`src/rtl/core/eviction_churn_tracker_unit_defines.svh`:
```
// Assertion helpers shared by the tracker RTL.
`ifndef EVICTION_CHURN_TRACKER_UNIT_DEFINES_SVH
`define EVICTION_CHURN_TRACKER_UNIT_DEFINES_SVH

// Same-cycle implication, disabled while in reset.
`define ECT_ASSERT_SAME(label, clk, rst_n, ante, cons, msg) \
    label: assert property (@(posedge clk) disable iff (!rst_n) (ante) |-> (cons)) \
        else $error(msg);

// Next-cycle implication, disabled while in reset.
`define ECT_ASSERT_NEXT(label, clk, rst_n, ante, cons, msg) \
    label: assert property (@(posedge clk) disable iff (!rst_n) (ante) |=> (cons)) \
        else $error(msg);

`endif

```
`src/rtl/core/ect_pkg.sv`:
```
package ect_pkg;

    localparam int KEY_W   = 64;
    localparam int TIME_W  = 32;
    localparam int CNT_W   = 32;
    localparam int SUB_W   = 3;
    localparam logic [TIME_W-1:0] WINDOW_RESET = 32'd2000;

    typedef enum logic [1:0] {
        MODE_EVICT   = 2'd0,
        MODE_REQUEST = 2'd1,
        MODE_PRUNE   = 2'd2,
        MODE_CLEAR   = 2'd3
    } t_mode;

    typedef enum logic [1:0] {
        ST_IDLE,
        ST_SWEEP,
        ST_SCAN,
        ST_FINISH
    } t_state;

    typedef struct packed {
        t_mode              mode;
        logic [KEY_W-1:0]   page_key;
        logic [SUB_W-1:0]   subsystem;
        logic [TIME_W-1:0]  now_ticks;
    } t_item;

    typedef struct packed {
        logic               status;
        logic               churn_hit;
        logic [CNT_W-1:0]   eviction_total;
        logic [CNT_W-1:0]   refetch_total;
    } t_result;

    typedef struct packed {
        logic               valid;
        logic [KEY_W-1:0]   key;
        logic [TIME_W-1:0]  stamp;
    } t_entry;

    typedef struct packed {
        t_entry             entry;
        logic [KEY_W-1:0]   key;
        logic [TIME_W-1:0]  now;
        logic [TIME_W-1:0]  window;
    } t_cmp_req;

    typedef struct packed {
        logic               match;
        logic               in_window;
    } t_cmp_rsp;

endpackage

```
`src/rtl/core/ect_cmp.sv`:
```
module ect_cmp (
    input  ect_pkg::t_cmp_req i_req,
    output ect_pkg::t_cmp_rsp o_rsp
);

    import ect_pkg::*;

    logic              w_older;
    logic [TIME_W-1:0] w_age;

    assign w_older = i_req.now > i_req.entry.stamp;
    assign w_age   = i_req.now - i_req.entry.stamp;

    assign o_rsp.match     = i_req.entry.valid && (i_req.entry.key == i_req.key);
    assign o_rsp.in_window = !w_older || (w_age <= i_req.window);

endmodule

```
`config.mk`:
```
export PLATFORM = sky130hd
export DESIGN_NAME = ect_cmp
export DESIGN_NICKNAME = d
export VERILOG_FILES = /design/src/rtl/core/eviction_churn_tracker_unit_defines.svh /design/src/rtl/core/ect_pkg.sv /design/src/rtl/core/ect_cmp.sv
export SDC_FILE = /design/constraint.sdc
export NUM_CORES = 1
export LEC_CHECK = 0
export ABC_AREA = 1
export BUFFER_PORTS_ARGS = -buffer_cell sky130_fd_sc_hd__buf_4
export CAP_MARGIN = 5
export CELL_PAD_IN_SITES_DETAIL_PLACEMENT = 1
export CELL_PAD_IN_SITES_GLOBAL_PLACEMENT = 2
export CORE_AREA = 5 5 148 150
export DETAILED_ROUTE_END_ITERATION = 7
export DIE_AREA = 0 0 153 155
export PLACE_DENSITY = 0.89
export SLEW_MARGIN = 20
export SYNTH_ARGS = -nofsm -noshare
export SYNTH_HDL_FRONTEND = slang
export SYNTH_SLANG_ARGS = --single-unit
```
`constraint.sdc`:
```
create_clock -name vclk -period 5.1
set_clock_uncertainty 0.05 [all_clocks]
set_input_delay 1.02 -clock vclk [all_inputs]
set_output_delay 1.02 -clock vclk [all_outputs]
set_load 0.02 [all_outputs]
```
==> results.toml <==
[status]
status = "complete, no violations"

[worst_hold_path]
hold_end = "o_rsp[1]"
hold_class = "primary input to output port"
min_path_cells = 7
min_from = "i_req[214]"

[setup_path]
slowest_delay_ns = 0.36
cp-start-kind = "primary input"
slowest_stage = "fa_2"
path_common_cell = "nand2_1"
arrival_ns = 3.67
required_ns = 4.03
crit_chain = "buf_4 > inv_1 > ha_1 > fa_2 > inv_1 > nand2_1 > nand2_1 > nand2_2 > o21bai_4 > nand2_1 > nand2_2 > nand2_1 > nand3_1 > nand2_1 > ha_1 > nand2_1 > nor2_1 > nand2_1 > nor2_2 > nand3_1 > nand2_1 > a21oi_1 > nand2_1 > buf_4"
end_kind = "output port"
critPathKind = "primary input to output port"
cp_max_fo = 3
cp-startpoint = "i_req[32]"

[drt]
drt_iter0_markers = 114
ant_nets = 0
drc = 0
dr.pass1.iters = 6
vias = 5530
wl_per_cell_um = 13.1
drt-total-wl_um = 17500
viasPerCell = 4.13

[finish]
n_clock_buffer = 0
fin_nets = 1356
final_cells = 1339
seq_cell_count = 0
drive_gt1_frac = 0.243
diodes = 0
regArea_um2 = 0
syn_to_final_growth_pct = 48.7
layout_commonest_cell = "nand2_1"
layout_common_cells = "nand2_1 (284), buf_4 (227), inv_1 (205)"

[logic_synthesis]
syn-num-nets = 1127
synth_area_leaders = "nand2_1 (25%), ha_1 (19%), inv_1 (18%)"
synth_area_um2 = 4220
syn_area_per_cell_um2 = 5.04
seq_area_frac_synth = 0
synth_warnings = 0
synth_top_area_frac = 0.253
yosys.area.top_type = "nand2_1"
synthCells = 837
ys_types = 29

[place]
pre_cts_ws_ns = 0.258
numPortBuffers = 227
hpwl_um = 17000
dp.cells = 1339
routabilityCongestion = 0.795

[global_routing]
grt_max_degree = 6
grt_pass1_vias = 6024
grt_overflow_total = 0
grt_usage = 0.143
grt_pass1_wl_um = 28600
antenna_found_initial = 0

[power_and_ir_drop]
power_frac_seq = 0
powerDensity_nw_per_um2 = 101
power.share.combinational = 1.000
p_int_w = 0.000292
p_clk_frac = 0
power.net_switching_w = 0.000342
ir_drop_mv = 0.0296
power_leakage_nw = 3.93
sw_frac_of_total = 0.539

[sta]
worst_slew_pin_slew_ns = 0.286
fin_ws_ns = 0.360
setup_violations = 0
fmaxAchievable_mhz = 211
finalSetupTns_ns = 0
holdWs_ns = 2.50
finalMaxSlewViolations = 0
grt_setup_unrepaired = "no"
max_slew_margin = 0.808
fin_crit_sh = 0.929
hold_viol = 0
finalCriticalPeriod_ns = 4.74

[flow_run]
cap_viol_max_count = 0

[floorplanning]
die-area_um2 = 23700
fp.dieW_um = 153
core_area_um2 = 20600
die_h_um = 155
io_pins = 227
initial_utilization = 0.205
num_rows = 53

[clock_tree]
post-cts-setup-buffer-count = 0
timing repair:
action	4_1_cts	5_1_grt
hold buffers	0	0
endpoints found under the setup margin	0	1
resized for setup	0	3
synthesized netlist by cell type:
master    instances
a21o_1            1
a21oi_1          39
a21oi_2           2
and2_1            1
and3_1            1
fa_1              1
ha_1             64
inv_1           205
inv_2             2
nand2_1         284
nand2_2          16
nand3_1          26
nand3b_1          1
nand4_1           8
nor2_1           81
nor2_2            5
nor2_4            1
nor3_1            8
nor4_1            1
nor4_2            1
o21a_1            2
o21ai_0          36
o21bai_1          6
o21bai_4          1
o22ai_1           4
or2_1             1
or2_2             1
xnor2_1          14
xor2_1           24
power groups by stage:
stage               clock network, W  logic, W  registers (W)
global placement                   0  0.000628              0
finish                             0  0.000634              0
CTS                                0  0.000646              0
floorplan                          0  0.000376              0
detailed placement                 0  0.000644              0
global route                       0  0.000734              0
worst max-delay path, delay by kind of cell:
| family | cells | cell delay [ns] |
|---|---|---|
| buffers and inverters | 4 | 0.31 |
| adder cells (fa/ha/maj) | 3 | 0.85 |
| AND/OR/NAND/NOR | 15 | 1.28 |
| AO/OA/AOI/OAI | 2 | 0.18 |
through the flow:
step / utilization / cell area [um2] / power [W]
4_1_cts: 0.305 / 6270 / 0.000646
2_1_floorplan: - / 4220 / 0.000376
5_1_grt: 0.305 / 6270 / 0.000734
3_5_place_dp: 0.305 / 6270 / 0.000644
6_report: 0.305 / 6270 / 0.000634
3_3_place_gp: 0.305 / 6270 / 0.000628
area by class of cell:
class	count	area [um2]
fill	2841	14300
timing repair buffer	227	1700
multi-input combinational	630	3450
tap	275	344
inverter	207	777
per-layer routing:
metal / vias to the layer above / global-route usage / share of wire
met5: - / 0 / 0
met4: 0 / 0.00509 / 0.0043
li1: 2976 / - / -
met1: 2421 / 0.160 / 0.40
met2: 129 / 0.285 / 0.53
met3: 4 / 0.0370 / 0.071
how the worst max path moves through the flow:
stage | end | slack, ns | cells after the start
5_1_grt | o_rsp[0] | 0.02 | 24
2_1_floorplan | o_rsp[0] | 0.74 | 22
3_5_place_dp | o_rsp[0] | 0.26 | 24
3_3_place_gp | o_rsp[0] | 0.31 | 24
4_1_cts | o_rsp[0] | 0.26 | 24
6_report | o_rsp[0] | 0.36 | 24
cells by family after synthesis:
logic type | synth area share
AO/OA/AOI/OAI | 0.120
XOR/XNOR | 0.0789
adder cells (fa/ha/maj) | 0.195
buffers and inverters | 0.184
AND/OR/NAND/NOR | 0.423
No activity file was read; power rests on OpenSTA's default activity.
