[config.mk]
export PLATFORM = sky130hd
export DESIGN_NAME = ect_ram
export DESIGN_NICKNAME = d
export VERILOG_FILES = /design/src/rtl/core/eviction_churn_tracker_unit_defines.svh /design/src/rtl/core/ect_ram.sv
export SDC_FILE = /design/constraint.sdc
export NUM_CORES = 1
export LEC_CHECK = 0
export BUFFER_PORTS_ARGS = -buffer_cell sky130_fd_sc_hd__buf_2
export CORE_MARGIN = 5
export CORE_UTILIZATION = 41
export DETAILED_ROUTE_END_ITERATION = 6
export GPL_ROUTABILITY_DRIVEN = 0
export PLACE_DENSITY = 0.54
export SYNTH_ARGS = -nofsm -noshare
export SYNTH_HDL_FRONTEND = slang
export SYNTH_SLANG_ARGS = --single-unit
[constraint.sdc]
create_clock -name i_clk -period 2.8 [get_ports i_clk]
set_input_delay 0.28 -clock i_clk [delete_from_list [all_inputs] [get_ports i_clk]]
set_output_delay 0.28 -clock i_clk [all_outputs]
set_load 0.1 [all_outputs]
[src/rtl/core/eviction_churn_tracker_unit_defines.svh]
// Assertion helpers shared by the tracker RTL.
`ifndef EVICTION_CHURN_TRACKER_UNIT_DEFINES_SVH
`define EVICTION_CHURN_TRACKER_UNIT_DEFINES_SVH

// Same-cycle implication, disabled while in reset.
`define ECT_ASSERT_SAME(label, clk, rst_n, ante, cons, msg) \
    label: assert property (@(posedge clk) disable iff (!rst_n) (ante) |-> (cons)) \
        else $error(msg);

// Next-cycle implication, disabled while in reset.
`define ECT_ASSERT_NEXT(label, clk, rst_n, ante, cons, msg) \
    label: assert property (@(posedge clk) disable iff (!rst_n) (ante) |=> (cons)) \
        else $error(msg);

`endif

[src/rtl/core/ect_ram.sv]
module ect_ram #(
    parameter int WIDTH = 8,
    parameter int DEPTH = 64
) (
    input  logic                     i_clk,
    input  logic                     i_we,
    input  logic [$clog2(DEPTH)-1:0] i_waddr,
    input  logic [WIDTH-1:0]         i_wdata,
    input  logic [$clog2(DEPTH)-1:0] i_raddr,
    output logic [WIDTH-1:0]         o_rdata
);

    logic [WIDTH-1:0] r_mem [DEPTH];
    logic [WIDTH-1:0] r_rdata;

    always_ff @(posedge i_clk) begin
        if (i_we) begin
            r_mem[i_waddr] <= i_wdata;
        end
        r_rdata <= r_mem[i_raddr];
    end

    assign o_rdata = r_rdata;

endmodule

==> metrics.md <==
| Metric | Value |
|---|---|
| Status | complete, no violations |
| Die outline area | 53700 µm² |
| Total area of multi-input combinational cells | 4320 µm² |
| Setup slack after placement | 0.180 ns |
| DP Cell Count | 1690 |
| Quantity of gates resized following cts | 0 |
| DP HPWL | 29900 µm |
| Number of global-route vias before repair | 10200 |
| PortBufs | 29 |
| Library cells used by synthesis | 40 |
| Row count | 81 |
| TritonCTS clock tree | built |
| Setup violators final | 0 |
| Tot GR Track Use | 17.8% |
| Total count of hold-check failures in the final report | 0 |
| Number of cells on the worst hold path | 3 |
| Maximum number of pins on one net before global-route repair | 65 |
| Sum Neg Setup Slack | 0 ns |
| Antenna diodes | 0 |
| Total congestion overflow after global routing | 0 |
| Hold/Removal Path Class | primary input to flop |
| Fillers | 4058 |
| Via-to-Cell Ratio | 5.46 |
| # Post-CTS Setup Buffers | 0 |
| Worst supply voltage drop on vdd | 0.429 mV |
| Hold Crit Start | i_raddr[5] |
| Io pins | 30 |
| Die outline height | 232 µm |
| Slew Limit Fails | 0 |
| Warnings from Yosys | 0 |
| Routed via count | 9790 |
| Power density over the cells | 716 nW/µm² |
| Clock buffer count from CTS | 54 |
| Launch instance of the worst register-to-register path | r_mem[29][4]$_DFFE_PP_ |
| Routed length per instance | 26.5 µm |
| Post-synthesis sequential area ratio | 77.0% |
| Highest-count cells in the layout ignoring fill and taps | 512 x sky130_fd_sc_hd__edfxtp_1, 126 x sky130_fd_sc_hd__mux4_2, 101 x sky130_fd_sc_hd__buf_4, 83 x sky130_fd_sc_hd__nor2_1, 57 x sky130_fd_sc_hd__clkbuf_16 |
| Share of the clock period used by the worst path | 75.1% |
| End of the worst register-to-register path | o_rdata[4]$_DFF_P_ |
| Initial core utilization | 41.3% |
| Static power due to leakage | 7.56 nW |
| Post-detailed-routing wire length | 47500 µm |
| Max-slew headroom at the worst pin | 34.8% |
| Arrival time of data at the critical path endpoint | 2.57 ns |
| Number of synthesized register bits | 520 |
| Later-pin clock latency in the skew report | 0.59 ns |
| # nets final | 1104 |
| Maximum fanout count along the critical path | 1 |
| Logic depth of the worst register-to-register path | 5 |
| Type of the worst setup path | flop to flop |
| Number of iterations in the first detailed-routing pass | 5 |
| Most common cell after layout, fill and taps aside | sky130_fd_sc_hd__edfxtp_1 |
| Slew of the pin with the lowest slew margin | 0.979 ns |
| Number of nets still failing antenna checks after routing | 0 |
| Shortest clock period the worst path allows after layout | 2.10 ns |
| MaxCap Viol Count | 0 |
| Global-route wire length before repair | 69900 µm |
| Type of element capturing the critical path | flop |
| Root buffer cell | sky130_fd_sc_hd__clkbuf_16 |
| Req. time, crit path | 3.27 ns |
| Number of buffers on the longest clock path | 3 |
| CTS H-tree depth | 2 |
| Post-route worst setup slack | 0.697 ns |
| Sink of the worst hold path | o_rdata[6]$_DFF_P_ |
| Layout Skew | 0.0140 ns |
| Netlist area before placement | 20200 µm² |
| Violation count after the first detailed-route iteration | 879 |
| Count of hold-fix buffers inserted at cts | 0 |
| Synthesis-to-layout area growth | 16.9% |
| Avg Synthesized Cell Area | 21.5 µm² |
| Clock sinks | 520 |
| Non-filler instance count after layout | 1792 |
| Clk pin slew, worst setup/hold paths | 0.06 ns |
| Fraction of layout instances using a drive strength above 1 | 31.8% |
| Antenna violations before repair | 2 |
| Horiz. Die Dim | 232 µm |
| Cell count after synthesis | 940 |
| Crit path launch type | flop |
| Area inside the core boundary | 48800 µm² |
| Setup slack of the worst register-to-register path | 0.70 ns |
| Final Util | 48.3% |
| Net count of the mapped netlist | 962 |
| Unrepaired setup endpoints after global routing | no |
| DRC | 0 |
| FMAX | 0.476 GHz |
| Area of all sequential standard cells | 15500 µm² |
| Worst hold slack | 0.122 ns |
## cell type report
cell class / count / share of cell area (%)
Clock buffer: 62 / 6.13
Clock inverter: 40 / 1.56
Sequential cell: 520 / 65.9
Multi-Input combinational cell: 369 / 18.3
Timing Repair Buffer: 137 / 4.59
Tap cell: 664 / 3.52
## how the worst max path moves through the flow
stage,from,to,slack [ns],cells past startpoint
after detailed placement,i_raddr[0],o_rdata[7]$_DFF_P_,0.18,6
after floorplan,i_raddr[1],o_rdata[3]$_DFF_P_,0.85,7
after global placement,i_raddr[0],o_rdata[7]$_DFF_P_,0.14,6
after global routing,r_mem[55][7]$_DFFE_PP_,o_rdata[7]$_DFF_P_,0.70,4
after CTS,r_mem[29][4]$_DFFE_PP_,o_rdata[4]$_DFF_P_,0.73,5
final,r_mem[29][4]$_DFFE_PP_,o_rdata[4]$_DFF_P_,0.70,5
## critical path, stage by stage (launching register included)
cell and delay (ns):
sky130_fd_sc_hd__edfxtp_1 0.37, sky130_fd_sc_hd__mux4_2 0.48, sky130_fd_sc_hd__mux2_2 0.27, sky130_fd_sc_hd__o221a_2 0.29, sky130_fd_sc_hd__nor3_1 0.42, sky130_fd_sc_hd__o32ai_1 0.15
## registers in the layout (all words and copies together), names as in the netlist
signal   count
r_mem      512
o_rdata      8
## where the power goes
| group | switching [mW] | internal (mW) | total (mW) |
|---|---|---|---|
| registers | 0.0302 | 8.61 | 8.64 |
| logic | 0.616 | 0.337 | 0.953 |
| clock network | 2.95 | 4.33 | 7.29 |
## stage by stage
| step | power, mW | cell area, µm² |
|---|---|---|
| floorplan | 9.36 | 20200 |
| global placement | 9.77 | 21800 |
| detailed placement | 9.78 | 21800 |
| CTS | 17.1 | 23600 |
| global route | 17.4 | 23600 |
| finish | 16.9 | 23600 |
## cell families after synthesis
group | count (synthesis) | share of synthesized area, %
muxes | 162 | 15.9
and+or+nand+nor | 153 | 3.39
AOI/OAI and AO/OA | 54 | 2.07
DFF | 520 | 77.0
buffers and inverters | 51 | 1.57
## cell usage after synthesis
cell type | count | area share (%)
sky130_fd_sc_hd__a2111oi_0 | 2 | 0.087
sky130_fd_sc_hd__a211oi_1 | 4 | 0.15
sky130_fd_sc_hd__a21oi_1 | 3 | 0.074
sky130_fd_sc_hd__a221oi_1 | 6 | 0.26
sky130_fd_sc_hd__a22oi_1 | 3 | 0.11
sky130_fd_sc_hd__a31oi_1 | 1 | 0.031
sky130_fd_sc_hd__and2_1 | 1 | 0.031
sky130_fd_sc_hd__buf_1 | 4 | 0.074
sky130_fd_sc_hd__buf_12 | 2 | 0.20
sky130_fd_sc_hd__buf_2 | 11 | 0.27
sky130_fd_sc_hd__buf_4 | 13 | 0.48
sky130_fd_sc_hd__buf_6 | 4 | 0.22
sky130_fd_sc_hd__clkbuf_1 | 17 | 0.32
sky130_fd_sc_hd__dfxtp_1 | 8 | 0.79
sky130_fd_sc_hd__edfxtp_1 | 512 | 76
sky130_fd_sc_hd__mux2_2 | 13 | 0.73
sky130_fd_sc_hd__mux2i_1 | 23 | 1.1
sky130_fd_sc_hd__mux4_2 | 126 | 14
sky130_fd_sc_hd__nand2_1 | 19 | 0.35
sky130_fd_sc_hd__nand2b_1 | 7 | 0.22
sky130_fd_sc_hd__nand3_1 | 13 | 0.32
sky130_fd_sc_hd__nand3b_1 | 3 | 0.11
sky130_fd_sc_hd__nand4_1 | 2 | 0.062
sky130_fd_sc_hd__nand4b_1 | 1 | 0.043
sky130_fd_sc_hd__nor2_1 | 83 | 1.5
sky130_fd_sc_hd__nor2b_1 | 14 | 0.43
sky130_fd_sc_hd__nor3_1 | 7 | 0.17
sky130_fd_sc_hd__nor4_1 | 2 | 0.062
sky130_fd_sc_hd__o2111ai_1 | 3 | 0.13
sky130_fd_sc_hd__o21a_1 | 2 | 0.074
sky130_fd_sc_hd__o21ai_0 | 2 | 0.050
sky130_fd_sc_hd__o21ai_1 | 2 | 0.050
sky130_fd_sc_hd__o221a_2 | 2 | 0.11
sky130_fd_sc_hd__o221ai_1 | 8 | 0.35
sky130_fd_sc_hd__o22ai_1 | 8 | 0.25
sky130_fd_sc_hd__o2bb2ai_1 | 3 | 0.13
sky130_fd_sc_hd__o311ai_1 | 1 | 0.043
sky130_fd_sc_hd__o32ai_1 | 2 | 0.087
sky130_fd_sc_hd__o41ai_1 | 2 | 0.087
sky130_fd_sc_hd__or3_1 | 1 | 0.031
## metal layers
metal | vias up | GRT usage (%) | share of wire, %
met2 | 248 | 28.5 | 48
met5 | - | 0 | 0.023
met3 | 68 | 2.86 | 4.9
met4 | 2 | 4.21 | 1.9
li1 | 4215 | - | -
met1 | 5257 | 26.0 | 45
Note: power is estimated with default switching activity, not from simulation.
